**config.mk**
```make
export PLATFORM = sky130hd
export DESIGN_NAME = grid_neighbour_mark_counter
export DESIGN_NICKNAME = d
export VERILOG_FILES = /design/src/rtl/gnmc_pkg.sv /design/src/rtl/gnmc_cell.sv /design/src/rtl/gnmc_window.sv /design/src/rtl/gnmc_outq.sv /design/src/rtl/grid_neighbour_mark_counter.sv
export SDC_FILE = /design/constraint.sdc
export NUM_CORES = 1
export LEC_CHECK = 0
export BUFFER_PORTS_ARGS = -buffer_cell sky130_fd_sc_hd__buf_2
export CAP_MARGIN = 10
export CORE_ASPECT_RATIO = 0.5
export CORE_MARGIN = 5
export CORE_UTILIZATION = 50
export CTS_BUF_LIST = sky130_fd_sc_hd__clkbuf_4 sky130_fd_sc_hd__clkbuf_8
export DETAILED_ROUTE_END_ITERATION = 8
export PLACE_DENSITY = 0.69
export SETUP_SLACK_MARGIN = 0.5
export SLEW_MARGIN = 20
export SYNTH_ARGS = -nofsm -noshare
export SYNTH_HDL_FRONTEND = slang
export SYNTH_HIERARCHICAL = 1
export SYNTH_SLANG_ARGS = --single-unit
```
**constraint.sdc**
```tcl
create_clock -name clk -period 6.7 [get_ports clk]
set_clock_uncertainty 0.15 [all_clocks]
set_input_delay 0.335 -clock clk [delete_from_list [all_inputs] [get_ports clk]]
set_output_delay 0.335 -clock clk [all_outputs]
set_load 0.005 [all_outputs]
```
**src/rtl/gnmc_pkg.sv**
```systemverilog
// shared types and constants of the grid mark counter
package gnmc_pkg;

  localparam int MAX_COLS_DEF = 32;
  localparam int MAX_ROWS_DEF = 4096;

  localparam int ROWS_W     = 13;
  localparam int COLS_W     = 6;
  localparam int CNT_W      = 4;
  localparam int OUT_ROW_W  = 12;
  localparam int OUT_COL_W  = 5;
  localparam int IN_TDATA_W = 8;
  localparam int TDATA_W    = 24;
  localparam int APB_AW     = 3;
  localparam int APB_DW     = 32;
  localparam int OQ_DEPTH   = 4;

  localparam logic [ROWS_W-1:0] GRID_ROWS_RST = 13'd6;
  localparam logic [COLS_W-1:0] GRID_COLS_RST = 6'd6;

  // register indexes, taken from paddr[2]
  localparam logic REG_GRID_ROWS = 1'b0;
  localparam logic REG_GRID_COLS = 1'b1;

  typedef enum logic {
    ST_RUN,
    ST_FLUSH
  } seq_state_t;

  // marks of one column: older row in bit 1, newer row in bit 0
  typedef logic [1:0] line_pair_t;

  typedef struct packed {
    logic                 frame_end;
    logic [OUT_COL_W-1:0] out_col;
    logic [OUT_ROW_W-1:0] out_row;
    logic [CNT_W-1:0]     neighbour_count;
  } result_t;

  typedef struct packed {
    logic                 emit_a;
    logic                 emit_b;
    logic                 frame_last;
    logic                 first_col;
    logic [OUT_ROW_W-1:0] row;
    logic [OUT_COL_W-1:0] col;
  } cell_meta_t;

  typedef struct packed {
    logic    wr_a;
    logic    wr_b;
    result_t res_a;
    result_t res_b;
  } pair_wr_t;

endpackage

```
**src/rtl/gnmc_cell.sv**
```systemverilog
// one column slot of the line delay chain
module gnmc_cell import gnmc_pkg::*; (
  input  logic       clk,
  input  logic       shift,
  input  logic       entry,
  input  line_pair_t push_bits,
  input  line_pair_t next_bits,
  output line_pair_t bits
);

  always_ff @(posedge clk) begin
    if (shift) begin
      bits <= entry ? push_bits : next_bits;
    end
  end

endmodule

```
**src/rtl/gnmc_window.sv**
```systemverilog
// 3x3 window registers and the two window counts
module gnmc_window import gnmc_pkg::*; (
  input  logic       clk,
  input  logic       rst,
  input  logic       load,
  input  logic [2:0] col_vec,
  input  cell_meta_t meta_in,
  input  logic       room,
  output logic       ready,
  output pair_wr_t   wr
);

  logic       valid;
  cell_meta_t meta;
  logic [2:0] wa;
  logic [2:0] wb;
  logic [2:0] wc;
  logic       drain;
  logic [CNT_W-1:0] cnt_a;
  logic [CNT_W-1:0] cnt_b;

  assign drain = valid && room;
  assign ready = !valid || room;

  always_ff @(posedge clk) begin
    if (rst) begin
      valid <= 1'b0;
    end else if (load) begin
      valid <= 1'b1;
    end else if (drain) begin
      valid <= 1'b0;
    end
  end

  always_ff @(posedge clk) begin
    if (load) begin
      meta <= meta_in;
      wc   <= col_vec;
      if (meta_in.first_col) begin
        wa <= '0;
        wb <= '0;
      end else begin
        wa <= wb;
        wb <= wc;
      end
    end
  end

  assign cnt_a = CNT_W'($countones({wa, wb, wc}));
  assign cnt_b = CNT_W'($countones({wb, wc}));

  always_comb begin
    wr.wr_a                  = drain && meta.emit_a;
    wr.wr_b                  = drain && meta.emit_b;
    wr.res_a.frame_end       = 1'b0;
    wr.res_a.out_col         = meta.col - OUT_COL_W'(1);
    wr.res_a.out_row         = meta.row;
    wr.res_a.neighbour_count = cnt_a;
    wr.res_b.frame_end       = meta.frame_last;
    wr.res_b.out_col         = meta.col;
    wr.res_b.out_row         = meta.row;
    wr.res_b.neighbour_count = cnt_b;
  end

endmodule

```
**src/rtl/gnmc_outq.sv**
```systemverilog
// small result queue, up to two writes and one read per cycle
module gnmc_outq import gnmc_pkg::*; (
  input  logic     clk,
  input  logic     rst,
  input  pair_wr_t wr,
  input  logic     pop,
  output logic     valid,
  output logic     room,
  output result_t  head
);

  localparam int PW = $clog2(OQ_DEPTH);
  localparam int CW = $clog2(OQ_DEPTH + 1);

  result_t         q [OQ_DEPTH];
  logic [PW-1:0]   wptr;
  logic [PW-1:0]   rptr;
  logic [CW-1:0]   count;
  logic [PW-1:0]   wptr_b;

  assign wptr_b = wr.wr_a ? wptr + PW'(1) : wptr;

  always_ff @(posedge clk) begin
    if (wr.wr_a) begin
      q[wptr] <= wr.res_a;
    end
    if (wr.wr_b) begin
      q[wptr_b] <= wr.res_b;
    end
  end

  always_ff @(posedge clk) begin
    if (rst) begin
      wptr  <= '0;
      rptr  <= '0;
      count <= '0;
    end else begin
      wptr  <= wptr + PW'(wr.wr_a) + PW'(wr.wr_b);
      rptr  <= rptr + PW'(pop);
      count <= count + CW'(wr.wr_a) + CW'(wr.wr_b) - CW'(pop);
    end
  end

  assign valid = count != '0;
  assign room  = count <= CW'(OQ_DEPTH - 2);
  assign head  = q[rptr];

endmodule

```
**src/rtl/grid_neighbour_mark_counter.sv**
```systemverilog
// top level: 3x3 marked-cell counter over a raster grid
// a window count is registered in the window, then queued, before it leaves on m_tdata
// one word in and one out per cycle while the queue has room and m_tready is high
// after a frame's last word a flush pass feeds a blank row with s_tready low
// reset clears position, flush state and result queue and sets the grid to 6 by 6
// line chain contents are not cleared; the first rows of a frame mask them out
module grid_neighbour_mark_counter import gnmc_pkg::*; #(
  parameter int MAX_COLS = MAX_COLS_DEF,
  parameter int MAX_ROWS = MAX_ROWS_DEF
) (
  input  logic                  clk,
  input  logic                  rst,
  input  logic                  s_tvalid,
  output logic                  s_tready,
  input  logic [IN_TDATA_W-1:0] s_tdata,   // [0] mark, [7:1] zero
  output logic                  m_tvalid,
  input  logic                  m_tready,
  output logic [TDATA_W-1:0]    m_tdata,   // [3:0] neighbour_count, [15:4] out_row,
                                           // [20:16] out_col, [23:21] zero
  output logic                  m_tlast,   // frame_end
  input  logic                  psel,
  input  logic                  penable,
  input  logic                  pwrite,
  input  logic [APB_AW-1:0]     paddr,
  input  logic [APB_DW-1:0]     pwdata,
  output logic [APB_DW-1:0]     prdata,
  output logic                  pready
);

  localparam int ColW = $clog2(MAX_COLS);
  localparam int RowW = (MAX_ROWS > 1) ? $clog2(MAX_ROWS) : 1;

  logic [ROWS_W-1:0] grid_rows;
  logic [COLS_W-1:0] grid_cols;
  logic [RowW-1:0]   last_row;
  logic [ColW-1:0]   last_col;
  logic              cfg_wr;
  logic              reg_idx;

  seq_state_t        state;
  seq_state_t        state_next;
  logic [RowW-1:0]   row;
  logic [RowW-1:0]   row_next;
  logic [ColW-1:0]   col;
  logic [ColW-1:0]   col_next;

  logic              win_ready;
  logic              step;
  logic              mark_in;
  logic              flushing;
  logic [RowW-1:0]   center_row;
  logic              has_prev;
  line_pair_t        head;
  line_pair_t        push;
  logic [2:0]        col_vec;
  cell_meta_t        meta;
  pair_wr_t          wr;
  logic              q_room;
  result_t           q_head;

  line_pair_t        chain [MAX_COLS];

  // configuration port
  assign pready  = 1'b1;
  assign reg_idx = paddr[APB_AW-1];
  assign cfg_wr  = psel && penable && pwrite && pready;

  always_ff @(posedge clk) begin
    if (rst) begin
      grid_rows <= GRID_ROWS_RST;
      grid_cols <= GRID_COLS_RST;
    end else if (cfg_wr) begin
      case (reg_idx)
        REG_GRID_ROWS: grid_rows <= pwdata[ROWS_W-1:0];
        REG_GRID_COLS: grid_cols <= pwdata[COLS_W-1:0];
        default: ;
      endcase
    end
  end

  always_comb begin
    case (reg_idx)
      REG_GRID_ROWS: prdata = APB_DW'(grid_rows);
      REG_GRID_COLS: prdata = APB_DW'(grid_cols);
      default:       prdata = '0;
    endcase
  end

  // effective grid bounds
  always_comb begin
    if (grid_rows == '0) begin
      last_row = '0;
    end else if (32'(grid_rows) > 32'(MAX_ROWS)) begin
      last_row = RowW'(MAX_ROWS - 1);
    end else begin
      last_row = RowW'(grid_rows - ROWS_W'(1));
    end
    if (grid_cols == '0) begin
      last_col = '0;
    end else if (32'(grid_cols) > 32'(MAX_COLS)) begin
      last_col = ColW'(MAX_COLS - 1);
    end else begin
      last_col = ColW'(grid_cols - COLS_W'(1));
    end
  end

  // raster sequencer; the flush pass feeds a blank row after the last one
  assign flushing = state == ST_FLUSH;
  assign s_tready = !flushing && win_ready;
  assign step     = flushing ? win_ready : (s_tvalid && win_ready);
  assign mark_in  = flushing ? 1'b0 : s_tdata[0];

  always_ff @(posedge clk) begin
    if (rst) begin
      state <= ST_RUN;
      row   <= '0;
      col   <= '0;
    end else begin
      state <= state_next;
      row   <= row_next;
      col   <= col_next;
    end
  end

  always_comb begin
    state_next = state;
    row_next   = row;
    col_next   = col;
    if (cfg_wr) begin
      state_next = ST_RUN;
      row_next   = '0;
      col_next   = '0;
    end else if (step) begin
      if (col == last_col) begin
        col_next = '0;
        case (state)
          ST_RUN: begin
            if (row == last_row) begin
              state_next = ST_FLUSH;
            end else begin
              row_next = row + RowW'(1);
            end
          end
          ST_FLUSH: begin
            state_next = ST_RUN;
            row_next   = '0;
          end
          default: state_next = ST_RUN;
        endcase
      end else begin
        col_next = col + ColW'(1);
      end
    end
  end

  // line chain, one cell per column, entry point set by the grid width
  for (genvar j = 0; j < MAX_COLS; j++) begin : g_line
    line_pair_t nxt;
    if (j == MAX_COLS - 1) begin : g_tail
      assign nxt = '0;
    end else begin : g_mid
      assign nxt = chain[j+1];
    end
    gnmc_cell u_cell (
      .clk       (clk),
      .shift     (step),
      .entry     (last_col == ColW'(j)),
      .push_bits (push),
      .next_bits (nxt),
      .bits      (chain[j])
    );
  end

  assign head       = chain[0];
  assign push       = {head[0], mark_in};
  assign center_row = flushing ? row : row - RowW'(1);
  assign has_prev   = flushing || (row != '0);
  assign col_vec    = {head[1] && (center_row != '0), head[0], mark_in};

  always_comb begin
    meta.emit_a     = has_prev && (col != '0);
    meta.emit_b     = has_prev && (col == last_col);
    meta.frame_last = flushing;
    meta.first_col  = col == '0;
    meta.row        = OUT_ROW_W'(center_row);
    meta.col        = OUT_COL_W'(col);
  end

  gnmc_window u_window (
    .clk     (clk),
    .rst     (rst),
    .load    (step),
    .col_vec (col_vec),
    .meta_in (meta),
    .room    (q_room),
    .ready   (win_ready),
    .wr      (wr)
  );

  gnmc_outq u_outq (
    .clk   (clk),
    .rst   (rst),
    .wr    (wr),
    .pop   (m_tvalid && m_tready),
    .valid (m_tvalid),
    .room  (q_room),
    .head  (q_head)
  );

  assign m_tdata = {(TDATA_W - OUT_COL_W - OUT_ROW_W - CNT_W)'(0),
                    q_head.out_col, q_head.out_row, q_head.neighbour_count};
  assign m_tlast = q_head.frame_end;

endmodule

```
==> results.md, run 1 <==
- Status: completed
- Power Total: 3.786 mW
- Cells on worst reg2reg path: 9
- Worst hold slack: 0.03733 ns
- Synth area leaders: edfxtp_1 44%, mux2_2 14%, dfxtp_1 7.3%
- Fin cells: 1388
- Commonest cells post-synth: 181 x edfxtp_1, 153 x mux2_2, 79 x nor2_1, 62 x buf_4, 58 x nand2_1
- Syn avg cell area: 12.45 µm²
- Post-Place Setup Slack: 2.934 ns
- Pwr/cell area: 281.7 mW/mm²
- I/O pin count: 110
- Final nets: 1107
- Arr. time, crit path: 4.05 ns
- Critical Path Fanout Max: 14
- Final worst path period share: 56.67%
- Share of cells above drive strength 1: 30.70%
- Worst skew pair latency: 0.54 ns
- Setup Fix Bufs, Post-CTS: 0
- Initial antenna violation count: 0
- Post-route cell area: 0.01344 mm²
- Vias in the first global route: 7674
- H-tree Lvls: 2
- Peak supply drop: 0.0001079 V
- Inserted Diodes: 0
- Post-Syn Area: 0.01234 mm²
- Seq/Total Area, Yosys: 51.35%
- Die ar.: 0.02811 mm²
- Congestion Overflow GR: 0
- Clock Power Share: 32.1%
- DIE WIDTH: 232.2 µm
- TritonCTS buffer count: 36
- Row cnt: 40
- Worst min path class: in -> reg
- Vias: 7639
- Fin util: 55.71%
- CTS tree: yes
- Largest net degree at the start of global routing: 59
- Share of async-settable or async-resettable flops after synthesis: 0%
- Most common cell in the synthesized netlist: edfxtp_1
- Ys flop type: edfxtp_1
- Cell count after synthesis: 991
- CP Capture Type: flip-flop
- Comb pwr share: 21.3%
- TNS Setup: 0 ns
- Vias per cell: 5.504
- Max Root-Sink Buffers: 3
- Yosys top cell area share: 44.05%
- Initial Utilization: 51.15%
- Synth Warn #: 6
- 1st-iter DRT viols: 472
- Die height: 121.1 µm
- Final hold vios: 0
- CORE AREA: 0.02412 mm²
- RSZ-0062 raised after global routing: false
- CTS Sinks: 226
- Drc violations: 0
- Worst slew margin: 27.25%
- Placement Cell Area: 0.01259 mm²
- Post-Place Cells: 1312
- Power Internal: 2.777 mW
- CP required: 6.96 ns
- Slew Viols, Final: 0
- Worst-Margin Slew: 1.088 ns
- Fmax: 263.4 MHz
- Port buffer count: 58
- FF-to-FF setup slack: 2.90 ns
- First-pass GRT wire length: 39940 µm
- Post-synthesis register bit count: 226
- Synth cell types: 69
- Post-DP HPWL: 15810 µm
- Area delta synth->final: 8.913%
- Switching Share: 26.65%
- Drt pass-1 iters: 5
- Global Route Usage Sum: 17.60%
- Hold path cells: 4
- Post-DRT Antenna Nets: 0
- Worst Setup Path Type: reg -> reg
- Setup Viol. Count Final: 0
- CTS root buf: clkbuf_8
- DRT Wirelength: 24660 µm
- Pleak: 4.621 nW
- Tmin final: 3.797 ns
- Cell accounting for the most synthesized area: edfxtp_1
- Post-synth EDFFs: 181
- Worst setup SP type: flip-flop
- Wire per inst: 17.77 µm
- Max-cap violations: 0
- NetSw: 1.009 mW
- Final WS setup: 2.903 ns
- RePlAce Congestion: 0.8557
- Seq pwr share: 46.6%
- Clock transition at path regs: 0.07 ns
[flip-flops by register name, indices dropped and copies added (netlist names), 5 cells and up]
register            cells
grid_cols               6
col                     5
row                    12
grid_rows              13
u_window/wr            18
g_line.u_cell/bits     64
u_outq/q               88
[path summary, 6_finish.rpt]
check,start,end
max,grid_rows[0],row[11]
min,pwdata[2],grid_cols[2]
max reg2reg,grid_rows[0],row[11]
min reg2reg,flushing,u_window/wr[21]
[logic make-up after synthesis]
group / synth area share [%]
xor+xnor: 2.697
fa+ha+maj: 3.853
simple gates: 11.01
compound gates: 5.740
flops: 51.35
other cells: 0.09125
buf+inv: 6.520
mux: 18.74
[worst max-delay path, cell delays in order, from the launching register on]
cell and delay, ns:
dfxtp_1 0.34, inv_1 0.13, ha_1 0.27, or3b_1 0.47
o41ai_2 0.69, a21oi_1 0.14, a2111o_1 0.47, nor4_4 0.76
or3_1 0.22, a21oi_1 0.06
[per-layer routing]
layer	vias up	global-route usage, %	part of all wire, %
met3	47	4.068	6.1
met1	3751	23.46	45
met5	-	0	0
met2	189	29.40	47
li1	3652	-	-
met4	0	4.462	1.9
[power groups by stage]
stage | clock (mW) | combinational [mW] | sequential, mW
floorplan | 0 | 0.615 | 1.78
global placement | 0 | 0.775 | 1.79
detailed placement | 0 | 0.804 | 1.80
CTS | 1.25 | 0.817 | 1.77
global route | 1.32 | 0.896 | 1.78
finish | 1.22 | 0.804 | 1.76
[layout make-up]
class                           count  area (µm²)
Clock buffer                       47       603.1
Clock inverter                     18       132.6
Fill cell                        2056       10680
Inverter                           34       128.9
Multi-Input combinational cell    646        5308
Sequential cell                   226        6336
Tap cell                          336       420.4
Timing Repair Buffer               81       510.5
[layout by cell type, fill, tap and decap left out, types with 12 or more instances in the layout]
cell,count
edfxtp_1,181
a21oi_1,35
conb_1,26
xnor2_1,19
xor2_1,19
nand2_1,58
clkbuf_8,40
buf_2,58
mux2_2,153
nor2_1,79
ha_1,25
nor3_1,15
nand4_1,16
o31ai_1,12
inv_1,33
nor2b_1,21
dfxtp_1,45
mux4_2,22
[what timing repair did]
action	in CTS	in global routing
resized for setup	0	0
hold buffers	11	0
endpoints found under the hold margin	15	0
Note: power is estimated with default switching activity, not from simulation.
==> run 2: changes to the inputs <==
--- a/config.mk
+++ b/config.mk
@@ -5,6 +5,7 @@
 export SDC_FILE = /design/constraint.sdc
 export NUM_CORES = 1
 export LEC_CHECK = 0
+export ABC_AREA = 1
 export BUFFER_PORTS_ARGS = -buffer_cell sky130_fd_sc_hd__buf_2
 export CAP_MARGIN = 10
 export CORE_ASPECT_RATIO = 0.5
==> constraint.sdc (replaced) <==
create_clock -name clk -period 3.5 [get_ports clk]
set_clock_uncertainty 0.15 [all_clocks]
set_input_delay 0.175 -clock clk [delete_from_list [all_inputs] [get_ports clk]]
set_output_delay 0.175 -clock clk [all_outputs]
set_load 0.005 [all_outputs]
==> results.md, run 2 <==
- Hold path cells: 3 (-1)
- CP Capture Type: flip-flop
- Worst setup SP type: flip-flop
- Multi-input logic area: 0.005509 mm² (+3.8%)
- Mux contribution to synthesized area: 0% (-19 points)
- Post-synthesis register bit count: 226 (unchanged)
- Worst min path class: in -> reg
- Die height: 124.3 µm (+2.6%)
- Die ar.: 0.02965 mm² (+5.5%)
- Worst R2R End: u_outq/q[3][2]
- Power Total: 7.856 mW (+110%)
- CP required: 3.65 ns (-3.31 ns)
- CTS tree: yes
- Most flops, register: u_outq/q
- Seq pwr share: 43.6% (-3.0 points)
- Post-Place Setup Slack: 0.6655 ns (-2.269 ns)
- Final WS setup: 0.6483 ns (-2.255 ns)
- Drc violations: 0 (unchanged)
- I/O pin count: 110 (unchanged)
- CTS root buf: clkbuf_8
- Post-Place Cells: 1888 (+44%)
- Vias in the first global route: 9944 (+30%)
- Final hold vios: 0 (unchanged)
- Syn avg cell area: 8.368 µm² (-33%)
- Setup Viol. Count Final: 0 (unchanged)
- Xor and xnor fraction of the mapped netlist area: 2.213% (-0.48 points)
- Worst slew margin: 49.74% (+22 points)
- Global Route Usage Sum: 20.13% (+2.5 points)
- Initial antenna violation count: 0 (unchanged)
- Storage cell area: 0.006337 mm² (about the same)
- Pwr/cell area: 553.4 mW/mm² (+96%)
- Peak supply drop: 0.0002384 V (+120%)
- Port buffer count: 58 (unchanged)
- Max incr delay on CP: 0.47 ns (-0.29 ns)
- Congestion Overflow GR: 0 (unchanged)
- CORE AREA: 0.02544 mm² (+5.5%)
- Inserted Diodes: 0 (unchanged)
- CTS Sinks: 226 (unchanged)
- Most frequent cells in the layout: 512 x nand2_1, 181 x edfxtp_1, 144 x nor2_1
- Slew Viols, Final: 0 (unchanged)
- Final nets: 1684 (+52%)
- Critical Path Slowest Stage Cell: fa_1
- Cell accounting for the most synthesized area: edfxtp_1
- Cells on worst reg2reg path: 11 (+2)
- Clock transition at path regs: 0.06 ns (about the same)
- Synth cell types: 41 (-41%)
- Worst Setup Path Type: reg -> reg
- Arr. time, crit path: 3.00 ns (-1.05 ns)
- Synth area leaders: edfxtp_1 42%, nand2_1 15%, dfxtp_1 6.9%
- Largest net degree at the start of global routing: 47 (-20%)
- Post-route cell area: 0.01420 mm² (+5.6%)
- Power Internal: 5.255 mW (+89%)
- FF-to-FF setup slack: 0.65 ns (-2.26 ns)
- Worst hold slack: 0.02755 ns (-0.009782 ns)
- Final worst path period share: 81.48% (+25 points)
- Post-DRT Antenna Nets: 0 (unchanged)
- Status: completed
- Post-synth EDFFs: 181 (unchanged)
- Share of async-settable or async-resettable flops after synthesis: 0% (unchanged)
- Cell count after synthesis: 1561 (+58%)
- Critical Path Fanout Max: 4 (-10)
- Most common cell in the synthesized netlist: nand2_1
- H-tree Lvls: 2 (unchanged)
- DRT Wirelength: 30470 µm (+24%)
- Vias per cell: 5.356 (-2.7%)
- Worst-Margin Slew: 0.7523 ns (-0.3355 ns)
- Vias: 10580 (+38%)
- Max Root-Sink Buffers: 3 (unchanged)
- Crit path cell chain: ha_1 -> inv_1 -> fa_1 -> xnor2_1 -> ha_1 -> inv_1 -> nand2_2 -> fa_1 -> xor2_2 -> nand2_1 -> nand2_1
- Worst r2r src: u_window/wb[1]
- Hold Startpoint: pwrite
- RePlAce Congestion: 0.8924 (+4.3%)
- TritonCTS buffer count: 37 (+2.8%)
- 1st-iter DRT viols: 1222 (+160%)
- Fin util: 55.80% (+0.087 points)
- Initial Utilization: 51.34% (+0.19 points)
- Fmax: 350.7 MHz (+33%)
- Yosys top cell area share: 41.61% (-2.4 points)
- Placement Cell Area: 0.01327 mm² (+5.4%)
- Row cnt: 41 (+2.5%)
- TNS Setup: 0 ns (unchanged)
- Main combinational cell family by area after synthesis: simple AND/OR/NAND/NOR gates
- Seq/Total Area, Yosys: 48.51% (-2.8 points)
- Post-Syn Area: 0.01306 mm² (+5.9%)
- First-pass GRT wire length: 49720 µm (+24%)
- Wire per inst: 15.43 µm (-13%)
- Pleak: 5.961 nW (+29%)
- Post-synthesis simple-gate area fraction: 29.38% (+18 points)
- Commonest cells post-synth: 513 x nand2_1, 181 x edfxtp_1, 146 x nor2_1, 129 x inv_1, 94 x nand4_1
- Drt pass-1 iters: 5 (unchanged)
- Fin cells: 1975 (+42%)
- Crit path max-delay family: adder cells
- Tmin final: 2.852 ns (-0.9450 ns)
- Switching Share: 33.11% (+6.5 points)
- CP Buf/Inv Count: 2 (+1)
- Adder-cell share of the synthesized area: 3.467% (-0.39 points)
- Hold path endpoint: grid_cols[5]
- RSZ-0062 raised after global routing: false
- Max-cap violations: 0 (unchanged)
- NetSw: 2.601 mW (+160%)
- Post-DP HPWL: 19590 µm (+24%)
- Comb pwr share: 27.2% (+5.9 points)
- Fillers: 2288 (+11%)
- Area delta synth->final: 8.688%
- Max FFs per register: 88 (unchanged)
- Commonest non-fill, non-tap cell in the layout: nand2_1
- Ys flop type: edfxtp_1
- Clock Power Share: 29.2% (-2.9 points)
- Synth Area in Compound Gates: 5.967% (+0.23 points)
- DIE WIDTH: 238.6 µm (+2.8%)
- Worst skew pair latency: 0.54 ns (about the same)
- Share of cells above drive strength 1: 13.12% (-18 points)
- Synth Warn #: 6 (unchanged)
## run 2: cell types whose count changed in the layout (fill, tap and decap cells not counted), moves of 22 or more
cell and delta:
inv_1 +92, mux2_2 -153, mux4_2 -22, nand2_1 +454
nand3_1 +39, nand4_1 +78, nor2_1 +65, o21ai_0 +62
## run 2: timing repair
| item | in CTS | in global routing |
|---|---|---|
| setup buffers | 0 | 0 |
| hold endpoints to repair | 29 | 0 |
| endpoints found under the setup margin | 0 | 2 |
| resized for setup | 0 | 1 |
| hold buffers | 19 | 0 |
## run 2: routing by layer
layer | share of wire [%] | vias to the layer above | global-route usage, %
met4 | 2.2 | 0 | 6.777
li1 | - | 5175 | -
met1 | 44 | 4928 | 27.19
met2 | 46 | 416 | 32.19
met5 | 0 | - | 0
met3 | 7.9 | 59 | 4.535
## run 2: final cells by class
class	instances	share of cell area (%)
Clock inverter	11	0.4406
Clock buffer	57	4.733
Timing Repair Buffer	98	4.671
Inverter	137	3.684
Sequential cell	226	44.64
Tap cell	344	3.032
Multi-Input combinational cell	1102	38.80
## run 2: power groups by stage
stage          Combinational [mW]  Clock, mW  Sequential [mW]
2_1_floorplan                1.57          0             3.45
3_3_place_gp                 2.02          0             3.47
3_5_place_dp                 2.10          0             3.48
4_1_cts                      2.13       2.35             3.43
5_1_grt                      2.43       2.50             3.45
6_report                     2.14       2.30             3.43
## run 2: worst register-to-register path, delay by kind of cell, from the launching register on
kind          cells  cell delay (ns)
buf+inv           2             0.12
flops             1             0.41
xor+xnor          2             0.34
fa+ha+maj         4             1.39
simple gates      3             0.22
## run 2: how the worst max path moves through the flow
stage	startpoint	endpoint	slack [ns]	depth (start not counted)
finish	u_window/wb[1]	u_outq/q[3][2]	0.65	11
global route	u_window/wb[0]	u_outq/q[2][2]	0.52	10
CTS	u_window/wb[1]	u_outq/q[3][2]	0.65	11
detailed placement	u_window/wb[0]	u_outq/q[3][2]	0.67	10
global placement	u_window/wb[0]	u_outq/q[3][2]	0.72	10
floorplan	u_outq/count[1]	col[3]	0.43	11
## run 2: kinds of logic after synthesis
group,count (synthesis)
buffers and inverters,256
DFF,226
and+or+nand+nor,871
other,3
adders and majority gates,32
AOI/OAI and AO/OA,140
xor gates and xnor gates,33
